<file path="config.mk">
export PLATFORM = sky130hd
export DESIGN_NAME = imt_divmod
export DESIGN_NICKNAME = d
export VERILOG_FILES = /design/src/sv/imt_divmod.sv
export SDC_FILE = /design/constraint.sdc
export NUM_CORES = 1
export LEC_CHECK = 0
export ABC_CLOCK_PERIOD_IN_PS = 5850
export BUFFER_PORTS_ARGS = -buffer_cell sky130_fd_sc_hd__buf_2
export CAP_MARGIN = 5
export CORE_MARGIN = 1
export CORE_UTILIZATION = 59
export DETAILED_ROUTE_END_ITERATION = 10
export HOLD_SLACK_MARGIN = 0.15
export PLACE_DENSITY_LB_ADDON = 0.08
export SYNTH_ARGS = -nofsm -noshare
export SYNTH_HDL_FRONTEND = slang
export SYNTH_SLANG_ARGS = --single-unit
</file>
<file path="constraint.sdc">
create_clock -name clk -period 5.85 [get_ports clk]
set_input_delay 0.585 -clock clk [delete_from_list [all_inputs] [get_ports clk]]
set_output_delay 0.585 -clock clk [all_outputs]
set_load 0.01 [all_outputs]
</file>
<file path="src/sv/imt_divmod.sv">
// Restoring divider: quotient and remainder, one bit per cycle
`timescale 1ns / 1ps
module imt_divmod #(
  parameter int W = 16
) (
  input  logic         clk,
  input  logic         rst_n,
  input  logic         start,
  input  logic [W-1:0] dividend,
  input  logic [W-1:0] divisor,
  output logic         done,
  output logic [W-1:0] quot,
  output logic [W-1:0] rem
);
  localparam int CW = $clog2(W + 1);
  logic [W-1:0]  q_r, q_nxt;
  logic [W-1:0]  r_r, r_nxt;
  logic [W-1:0]  d_r, d_nxt;
  logic [CW-1:0] cnt_r, cnt_nxt;
  logic          busy_r, busy_nxt;
  logic [W:0]    trial;
  logic [W-1:0]  q_step, r_step;

  // one restoring step; the result taps this so start cannot disturb it
  always_comb begin
    trial = {r_r, q_r[W-1]} - {1'b0, d_r};
    if (!trial[W]) begin
      r_step = trial[W-1:0];
      q_step = {q_r[W-2:0], 1'b1};
    end else begin
      r_step = {r_r[W-2:0], q_r[W-1]};
      q_step = {q_r[W-2:0], 1'b0};
    end
  end

  always_comb begin
    q_nxt    = q_r;
    r_nxt    = r_r;
    d_nxt    = d_r;
    cnt_nxt  = cnt_r;
    busy_nxt = busy_r;
    if (start) begin
      q_nxt    = dividend;
      r_nxt    = '0;
      d_nxt    = divisor;
      cnt_nxt  = CW'(W);
      busy_nxt = 1'b1;
    end else if (busy_r) begin
      r_nxt   = r_step;
      q_nxt   = q_step;
      cnt_nxt = cnt_r - 1'b1;
      if (cnt_r == CW'(1)) begin
        busy_nxt = 1'b0;
      end
    end
  end

  always_ff @(posedge clk) begin
    if (!rst_n) begin
      busy_r <= 1'b0;
      cnt_r  <= '0;
    end else begin
      busy_r <= busy_nxt;
      cnt_r  <= cnt_nxt;
    end
    q_r <= q_nxt;
    r_r <= r_nxt;
    d_r <= d_nxt;
  end

  assign done = busy_r && (cnt_r == CW'(1));
  assign quot = q_step;
  assign rem  = r_step;
endmodule
</file>
Word-level counts from Yosys, hierarchy flattened
Cells that the tools add are included.

cells by class
  reductions and logical operators = 3
  add/subtract/negate cells = 2
  equality and inequality tests = 1
  multiplexer cells = 9
  bitwise logic cells = 1

operator list
  operator             number
  $mux 16              3
  $sub 17x16->17       1
  $mux 5               2
  $eq 5x1->1 const B   1
  $sub 5x1->5 const B  1
  $mux 1               4
  $reduce_bool 2->1    1
  $reduce_or 2->1      1
  $logic_and 1x1->1    1
  $not 1->1            1

storage, ports and cells
  flip-flop bits (word level) = 54
  output and inout bits = 33
  logic and storage cells = 22

Longest topological paths before layout
Gate-level depths: netlist of run 1.

  depth after elaboration = 4
  mapped depth = 12
  gate-level depth less buffers = 11

Worst setup path after synthesis of run 1
OpenSTA, ideal clock, no wires.

  path kind = register to output
  start = register q_r[15]
  end = output port rem[7]
  stages on the path, launching flop included = 12
  path buffers = 2
  arrival = 2.423 ns
  required time = 5.265 ns
  setup slack = 2.842 ns
  cells stage by stage = edfxtp_1 -> inv_1 -> ha_1 -> fa_1 -> nand2b_1 -> a21oi_1 -> o2111a_1 -> nor2_4 -> xnor2_2 -> buf_6 -> buf_2 -> o21ai_0

between the ends
  longest elaborated chain between the ends = 2

RTL lines
  item                    RTL line  RTL
  from (decl)             16        logic [W-1:0] q_r, q_nxt;
  from (signal assigned)  66        q_r <= q_nxt;
  $sub 17x16->17          26        trial = {r_r, q_r[W-1]} - {1'b0, d_r};
  $mux 16                 27        if (!trial[W]) begin
  to (decl)               13        output logic [W-1:0] rem

Every way passes these cells.

Worst setup path in the final report of run 1
  start = register q_r[15]
  end = output port rem[2]

Same word-level chain as after synthesis.

==> results.ini, run 1 <==
[drt]
drtIter0Drc = 112
drt_pass1_iterations = 4
num_vias = 2478
totalWireLength_mm = 6.168
vias_per_cell = 5.422
wl_per_cell_um = 13.50
drc_errors = 0
antenna_left = 0

[clocking]
post_cts_buffers = 0
clk_pin_slew_ps = 100
cts_tree = done
worstSkewPairLatency_ps = 310
ctsHoldBuffers = 0
cts_resized = 0
cts_sinks = 54
clockRootBuffer = clkbuf_8
cts_made_buffers = 5
clk_path_buf_depth = 2
h-tree-depth = 2

[die]
start_util_pct = 61.90
rows = 26
dieArea_sq_um = 5690
die_x_um = 75.44
io_pins = 68
fp.coreArea_sq_um = 5140
die_y_um = 75.44

[logic_synthesis]
synth-main-ff-cell = edfxtp_1
netlist_top_cells_count = 57 x nand2_1, 32 x edfxtp_1, 28 x inv_1
netlist_area_sq_um = 3182
synth_edf_count = 32
ys_warn_count = 0
seq_area_frac_synth_pct = 44.04
synth_top_area_share_pct = 30.20
async_flop_share_pct = 0
avgSynthCellArea_sq_um = 9.470
yosysMostFrequentCell = nand2_1
synth_nets = 390
yosysTopAreaCell = edfxtp_1
ys_ff_latch = 54
synth_cell_types = 48
synthTopCellsByArea = edfxtp_1 30%, dfxtp_1 14%, ha_1 7.1%, nand2_1 6.7%, mux2_2 5.7%
syn_inst = 336

[critical_path]
cp.arrival_ps = 3730
path_max_fanout = 20
worst_setup_path_start_kind = flip-flop
critPathSlowestCell = xnor2_2
worstSetupEndpointType = output pin
worstPathBufferInverterCount = 3
crit_type = reg -> out
max_stage_delay_ps = 730
crit_required_ps = 5270
critical_path.cell_chain = inv_1 > ha_1 > fa_1 > nand2b_1 > a21oi_1 > o2111a_1 > nor2_4 > xnor2_2 > inv_2 > nand3_1 > nand2_1 > buf_2
cp_top_family = XOR/XNOR gates
ff2ff_setup_slack_ps = 2400

[timing]
setup_viol_count_final = 0
hold_viol = 0
relSlewSlack_pct = 36.35
min_period_ps = 4311
rsz0062_at_grt = false
slew_violations = 0
fin_skew_ps = 10.26
fin_crit_sh_pct = 73.69
setup_tns_ps = 0
worst_pin_slew_ps = 950.1
max_freq_ghz = 0.2320

[grt]
antenna_found_initial = 0
grt_start_max_net_pins = 53
gr-usage-all-layers_pct = 22.73
grt_pass1_vias = 2267
grt_pass1_wl_mm = 9.894
overflow = 0

[job]
drv_cap = 0

[finish]
drive_gt1_share_pct = 25.06
diodes = 0
final_area_sq_um = 3540
layout.nets = 440
synthToLayoutAreaGrowth_pct = 11.25

[hold_path]
hold_class = in -> reg

[placement]
dpl_cell_area_sq_um = 3453
port_buffers = 67
gp_congestion = 0.8100
dp_hpwl_mm = 4.432

[power_and_ir_drop]
p_per_area_nw_per_um2 = 281.3
p_leak_nw = 1.601
ir_drop_mv = 0.1488

[outcome]
status = finished, final reports clean

## power breakdown
group          total (mW)  leakage [nW]  switching [mW]  internal [mW]
Clock               0.210        0.0456           0.124         0.0857
Combinational       0.323          1.06           0.194          0.129
Sequential          0.462         0.499          0.0199          0.442
Total               0.996          1.60           0.338          0.657
## path summary, 6_finish.rpt
| kind | endpoint | startpoint | cells after the start |
|---|---|---|---|
| worst max register to register | r_r[2]$_SDFFE_PP0P_ | q_r[15]$_DFFE_PP_ | 11 |
| worst min-delay path | d_r[0]$_DFFE_PP_ | divisor[0] | 1 |
| worst max-delay path | rem[2] | q_r[15]$_DFFE_PP_ | 12 |
| worst min register to register | cnt_r[1]$_SDFFE_PP0P_ | cnt_r[1]$_SDFFE_PP0P_ | 2 |
## final cells by class
type	instances	area (sq um)
Clock buffer	6	72.57
Inverter	29	108.9
Sequential cell	54	1401
Fill cell	425	1600
Timing Repair Buffer	69	350.3
Clock inverter	2	13.76
Tap cell	70	87.58
Multi-Input combinational cell	227	1505
## cells in the final DEF (no fill, tap or decap), types with 2 or more instances in the layout
cell,Yosys,layout
a21oi_1,16,16
a311oi_1,13,13
buf_2,1,67
buf_4,16,2
clkbuf_8,0,5
dfxtp_1,22,22
edfxtp_1,32,32
ha_1,18,18
inv_1,28,28
mux2_2,16,16
nand2_1,57,57
nand2b_1,6,6
nand3_1,5,5
nor2_1,26,26
nor2b_1,3,3
nor3_1,2,2
nor4_1,2,2
o211ai_1,5,5
o21a_1,2,2
o21ai_0,16,16
o22ai_1,2,2
o31ai_1,2,2
xnor2_1,5,5
xor2_1,10,10
## cells by family (layout without fill, tap and decap cells)
logic type,Yosys count,count (layout),share of synthesized area (%)
AOI/OAI and AO/OA,69,69,14.75
xor gates and xnor gates,16,16,4.640
adders and majority gates,19,19,7.708
buffers and inverters,55,106,8.651
DFF,54,54,44.04
muxes,16,16,5.663
and+or+nand+nor,107,107,14.55
## layer usage
metal | wire length (um) | up-vias | GRT usage, %
met2 | 2881 | 48 | 37.50
li1 | - | 1266 | -
met1 | 2988 | 1158 | 31.25
met4 | 64 | 0 | 6.790
met3 | 234 | 6 | 3.175
met5 | 0 | - | 0
## stage by stage
step	cells	hold WS (ps)	setup WS, ps	total power [mW]	util (%)
3_3_place_gp	449	479.0	1991	0.7868	67.19
5_1_grt	457	430.0	1272	1.062	68.87
3_5_place_dp	449	496.3	1905	0.7928	67.19
2_1_floorplan	336	468.5	2842	0.7122	-
4_1_cts	457	431.7	1541	1.003	68.87
6_report	457	440.4	1539	0.9956	68.87
## state kept, by name (all words and copies together) (netlist names)
register	count
busy_r	1
cnt_r	5
d_r	16
q_r	16
r_r	16
Note: power is estimated with default switching activity, not from simulation.
==> inputs of run 2 (changes only) <==
Settings changed: ABC_CLOCK_PERIOD_IN_PS 5850 to 4100, CORE_UTILIZATION 59 to 55.
Clock period 5.85 ns to 4.1 ns, I/O delays scaled along.
==> run 2 against run 1 <==
Flip-flop and latch count stayed put. Clock skew fell by 3.3 ps. Critical path type unchanged. Hold slack got worse by 170 ps. Combinational power increased by 45%. Largest power group unchanged. Worst setup slack lost 800 ps. Cell area grew 0.25%. Register-to-register slack lost 1200 ps. Sequential power up 43%. Final cell count up 0.66%. Clock power increased by 42%. Via count rose by 0.93%.
==> results.ini, run 2 (same netlist as run 1, synthesis figures left out) <==
[finish]
fillers = 492  ; +16%
synthToLayoutAreaGrowth_pct = 11.52
seq_area_sq_um = 1401  ; unchanged
post-route-util_pct = 64.05  ; -4.8 points
layout.nets = 441  ; +0.23%
final_area_sq_um = 3548  ; +0.25%
drive_gt1_share_pct = 25.26  ; +0.19 points
multi_input_area_sq_um = 1505  ; unchanged
fin_cells = 460  ; +0.66%
diodes = 0  ; unchanged
top_regs = d_r (16), q_r (16), r_r (16)
final_common_cell = buf_2
mostFrequentLayoutCells = 67 x buf_2, 57 x nand2_1, 32 x edfxtp_1, 28 x inv_1, 26 x nor2_1

[placement]
port_buffers = 67  ; unchanged
dp_hpwl_mm = 4.724  ; +6.6%
gp_congestion = 0.8415  ; +3.9%
dpl_cell_area_sq_um = 3463  ; +0.29%
post-place-cells = 452  ; +0.67%

[clocking]
worstSkewPairLatency_ps = 310  ; about the same
ctsHoldBuffers = 0  ; unchanged
cts_resized = 0  ; unchanged
cts_tree = done
h-tree-depth = 2  ; unchanged
clk_pin_slew_ps = 100  ; about the same
post_cts_buffers = 0  ; unchanged
clockRootBuffer = clkbuf_8
clk_path_buf_depth = 2  ; unchanged
cts_made_buffers = 5  ; unchanged
cts_sinks = 54  ; unchanged

[drt]
drt_pass1_iterations = 4  ; unchanged
wl_per_cell_um = 13.99  ; +3.6%
antenna_left = 0  ; unchanged
drc_errors = 0  ; unchanged
vias_per_cell = 5.437  ; +0.27%
drtIter0Drc = 122  ; +8.9%
totalWireLength_mm = 6.435  ; +4.3%
num_vias = 2501  ; +0.93%

[die]
start_util_pct = 57.43  ; -4.5 points
dieArea_sq_um = 6093  ; +7.1%
rows = 27  ; +3.8%
io_pins = 68  ; unchanged
die_x_um = 78.06  ; +3.5%
die_y_um = 78.06  ; +3.5%
fp.coreArea_sq_um = 5540  ; +7.8%

[power_and_ir_drop]
ir_drop_mv = 0.2127  ; +43%
p_per_area_nw_per_um2 = 402.4  ; +43%
design_power_total_mw = 1.428  ; +43%
p_leak_nw = 1.606  ; +0.30%

[outcome]
status = finished, final reports clean

[timing]
max_freq_ghz = 0.2977
setup_viol_count_final = 0  ; unchanged
relSlewSlack_pct = 53.39  ; +17 points
fin_crit_sh_pct = 81.92
hold_viol = 0  ; unchanged
rsz0062_at_grt = false
fin_skew_ps = 6.990  ; -3.271 ps
setup_tns_ps = 0  ; unchanged
worst_pin_slew_ps = 697.5  ; -252.6 ps
min_period_ps = 3359
slew_violations = 0  ; unchanged

[critical_path]
cp.arrival_ps = 2950  ; -780 ps
critical_path.cell_chain = inv_1 > ha_1 > fa_1 > nand2b_1 > a21oi_1 > o2111a_1 > nor2_4 > xnor2_2 > inv_2 > nand3_1 > nand2_1 > buf_2
critPathSlowestCell = fa_1
worstSetupEndpointType = output pin
worst_setup_path_start_kind = flip-flop
reg2reg_depth = 11  ; unchanged
max_stage_delay_ps = 380  ; -350 ps
crit_type = reg -> out
crit_required_ps = 3690  ; -1580 ps
path_max_fanout = 17  ; -15%

[grt]
gr-usage-all-layers_pct = 22.65  ; -0.081 points
grt_pass1_wl_mm = 10.81  ; +9.3%
grt_start_max_net_pins = 52  ; -1.9%
overflow = 0  ; unchanged
antenna_found_initial = 0  ; unchanged
grt_pass1_vias = 2451  ; +8.1%

[job]
drv_cap = 0  ; unchanged

[hold_path]
hold_class = in -> reg
hold_path_depth = 1  ; unchanged

==> run 2: cell count changes in the layout (fill, tap and decap cells not counted), sizes merged <==
cell / before / now
buf: 69 / 70
clkinv: 1 / 0
inv: 30 / 31
==> run 2: through the flow <==
| stage | worst slack, ps | hold WS, ps |
|---|---|---|
| after floorplan | 1267 | 468.5 |
| after global placement | 1122 | 485.7 |
| after detailed placement | 1115 | 489.2 |
| after CTS | 728.6 | 249.5 |
| final | 741.2 | 265.6 |
| after global routing | 444.9 | 238.4 |
==> run 2: layer usage <==
layer / global-route usage (%) / up-vias / wire length (um) / share of wire [%]
met3: 4.651 / 9 / 220 / 3.4
met5: 0 / - / 0 / 0
met4: 8.333 / 0 / 101 / 1.6
met1: 28.88 / 1165 / 2996 / 47
li1: - / 1278 / - / -
met2: 37.89 / 49 / 3117 / 48
==> run 2: where the power goes <==
part           internal, mW  switching [mW]
Clock                 0.122           0.176
Combinational         0.188           0.279
Sequential            0.631          0.0306
==> run 2: layout make-up <==
class / instances / share of cell area, %
Multi-Input combinational cell: 227 / 42.42
Sequential cell: 54 / 39.49
Timing Repair Buffer: 70 / 10.08
Clock buffer: 6 / 2.045
Tap cell: 72 / 2.539
Clock inverter: 2 / 0.3526
Inverter: 29 / 3.068
==> run 2: final timing paths <==
check | start | to | slack [ps]
hold / removal | divisor[2] | d_r[2]$_DFFE_PP_ | 270
hold reg to reg | cnt_r[1]$_SDFFE_PP0P_ | cnt_r[1]$_SDFFE_PP0P_ | 510
setup / recovery | q_r[15]$_DFFE_PP_ | rem[2] | 740
setup reg to reg | q_r[15]$_DFFE_PP_ | r_r[7]$_SDFFE_PP0P_ | 1210
==> run 2: critical path: cells and delay by family (launching register included) <==
family	cells	cell delay, ps
buf+inv	3	420
flops	1	370
fa+ha+maj	2	590
xor+xnor	1	140
compound gates	2	600
simple gates	4	520
==> inputs of run 3 (changes only) <==
Settings changed: ABC_CLOCK_PERIOD_IN_PS 4100 to 2800, CORE_UTILIZATION 55 to 49.
Clock period 4.1 ns to 2.8 ns, I/O delays scaled along.
==> run 3 against run 2 <==
The run now ends with setup timing left. Clock power grew 50%. First-iteration DRC count is the same. Cell area grew 16%. Critical path depth did not move. Via count grew 7.7%. Wire length is 13% higher. Clock skew decreased by 2.5 ps. Hold slack worse by 51 ps. Sequential share of layout area down 5.4 points. Register-to-register slack lost 930 ps. Die area grew 12%. Final cell count up 9.1%. Critical endpoint is now rem[12].
==> results.ini, run 3 (same netlist as run 1, synthesis figures left out) <==
[outcome]
status = finished with violations
violations = setup timing

[power_and_ir_drop]
p_per_area_nw_per_um2 = 573.5  ; +43%
internal_power_mw = 1.531  ; +63%
power.switching_mw = 0.8271  ; +70%
clock_power_share_pct = 18.9  ; -2.0 points
seqPwrFrac_pct = 41.0  ; -5.4 points
pwr-share-comb_pct = 40.1  ; +7.4 points
ir_drop_mv = 0.3223  ; +52%
design_power_total_mw = 2.359  ; +65%
swShare_pct = 35.07  ; +1.0 points
p_leak_nw = 1.856  ; +16%

[drt]
drc_errors = 0  ; unchanged
drtIter0Drc = 122  ; unchanged
totalWireLength_mm = 7.251  ; +13%
drt_pass1_iterations = 4  ; unchanged
antenna_left = 0  ; unchanged
wl_per_cell_um = 14.44  ; +3.3%
num_vias = 2693  ; +7.7%
vias_per_cell = 5.365  ; -1.3%

[timing]
max_freq_ghz = 0.3462
min_period_ps = 2888
fin_skew_ps = 4.492  ; -2.498 ps
rsz0062_at_grt = true
hold_viol = 0  ; unchanged
relSlewSlack_pct = 54.68  ; +1.3 points
worst_pin_slew_ps = 678.1  ; -19.44 ps
setup_viol_count_final = 11  ; +11
fin_crit_sh_pct = 103.2
timing.final.ws_setup_ps = -88.37  ; -829.5 ps
slew_violations = 0  ; unchanged

[critical_path]
crit_top_cell = buf_6
worstSetupEndpointType = output pin
critPathSlowestCell = edfxtp_1
max_stage_delay_ps = 360  ; -20 ps
crit_type = reg -> out
cp.arrival_ps = 2610  ; -340 ps
crit_required_ps = 2520  ; -1170 ps
path_max_fanout = 3  ; -14
critical_path.cell_chain = inv_1 > ha_2 > fa_2 > nand2b_4 > a21oi_4 > buf_6 > o211ai_1 > o21ai_0 > xor2_1 > nand2_4 > nand2_2 > buf_6
worst_setup_path_start_kind = flip-flop

[grt]
grt_start_max_net_pins = 36  ; -31%
grt_pass1_wl_mm = 11.12  ; +2.8%
antenna_found_initial = 0  ; unchanged
gr-usage-all-layers_pct = 21.66  ; -0.99 points
overflow = 0  ; unchanged
grt_pass1_vias = 2418  ; -1.3%

[clocking]
clk_pin_slew_ps = 100  ; about the same
worstSkewPairLatency_ps = 310  ; about the same
clockRootBuffer = clkbuf_8
cts_made_buffers = 5  ; unchanged
cts_sinks = 54  ; unchanged
h-tree-depth = 2  ; unchanged
clk_path_buf_depth = 2  ; unchanged
cts_tree = done

[die]
start_util_pct = 52.20  ; -5.2 points
dieArea_sq_um = 6819  ; +12%
rows = 28  ; +3.7%
io_pins = 68  ; unchanged
die_x_um = 82.58  ; +5.8%
die_y_um = 82.58  ; +5.8%
fp.coreArea_sq_um = 6096  ; +10%

[finish]
top_regs = d_r (16), q_r (16), r_r (16)
drive_gt1_share_pct = 35.36  ; +10 points
multi_input_area_sq_um = 1675  ; +11%
diodes = 0  ; unchanged
seq_area_sq_um = 1401  ; unchanged
fillers = 530  ; +7.7%
synthToLayoutAreaGrowth_pct = 29.26
mostFrequentLayoutCells = 62 x buf_2, 40 x nand2_1, 32 x edfxtp_1, 28 x inv_1, 26 x nor2_1
final_common_cell = buf_2
layout.nets = 480  ; +8.8%

[hold_path]
hold_class = in -> reg

[placement]
gp_congestion = 0.8334  ; -0.96%
port_buffers = 67  ; unchanged
place_ws_ps = 12.49  ; -1102 ps
dp_hpwl_mm = 4.981  ; +5.4%

[job]
drv_cap = 0  ; unchanged

run 3: changes by cell type in the layout (fill, tap and decap cells not counted), sizes merged:
| cell | delta |
|---|---|
| clkinvlp | +1 |
| buf | +23 |
| inv | -1 |
| dlygate4sd3 | +16 |
| clkinv | +1 |
| clkbuf | -1 |
run 3: repair_timing:
| action | 4_1_cts | 5_1_grt |
|---|---|---|
| setup buffers | 7 | 3 |
| setup endpoints to repair | 17 | 17 |
| hold buffers | 16 | 0 |
| hold endpoints to repair | 16 | 0 |
| resized for setup | 39 | 18 |
| pin swaps | 12 | 8 |
run 3: layout make-up:
type                    instances  area share [%]
multi-input cells             227           40.74
flip-flops and latches         54           34.07
repair buffers                109           18.10
inverters                      29           2.647
well taps                      75           2.282
clock buffers                   5           1.673
clock inverters                 3          0.4868
run 3: per-stage QoR:
stage	TNS (ps)	utilization (%)	std cells	hold slack, ps	instance area (sq um)
after global placement	0	58.48	468	456.0	3565
after floorplan	0	-	336	378.9	3182
after global routing	-2250	67.47	502	218.1	4113
final	-277.5	67.47	502	214.5	4113
after detailed placement	0	58.48	468	458.5	3565
after CTS	-1064	66.01	499	215.4	4024
run 3: power groups by stage:
stage                     sequential, mW  combinational (mW)  clock (mW)
after floorplan                    0.973               0.515           0
after global placement             0.982               0.731           0
after detailed placement           0.984               0.738           0
after CTS                          0.967               0.887       0.458
after global routing               0.978                1.03       0.484
final                              0.967               0.945       0.446
run 3: final timing paths:
kind,startpoint,cells past startpoint,slack [ps],to
worst max-delay path,q_r[15]$_DFFE_PP_,12,-90,rem[12]
worst min-delay path,rst_n,2,210,busy_r$_SDFF_PN0_
worst max register to register,d_r[9]$_DFFE_PP_,11,280,r_r[6]$_SDFFE_PP0P_
worst min register to register,r_r[9]$_SDFFE_PP0P_,2,510,r_r[9]$_SDFFE_PP0P_
run 3: worst max-delay path: cells and delay by family (launching register included):
family,cells,cell delay [ps]
compound gates,3,570
simple gates,3,310
fa+ha+maj,2,520
buf+inv,3,270
xor+xnor,1,270
flops,1,360
run 3: metal layers:
| metal | part of all wire (%) | track usage (%) | vias to the layer above | wire length, um |
|---|---|---|---|---|
| li1 | - | - | 1352 | - |
| met1 | 46 | 28.80 | 1290 | 3359 |
| met2 | 50 | 36.69 | 42 | 3600 |
| met3 | 2.9 | 3.846 | 9 | 209 |
| met4 | 1.1 | 4.828 | 0 | 82 |
| met5 | 0 | 0 | - | 0 |
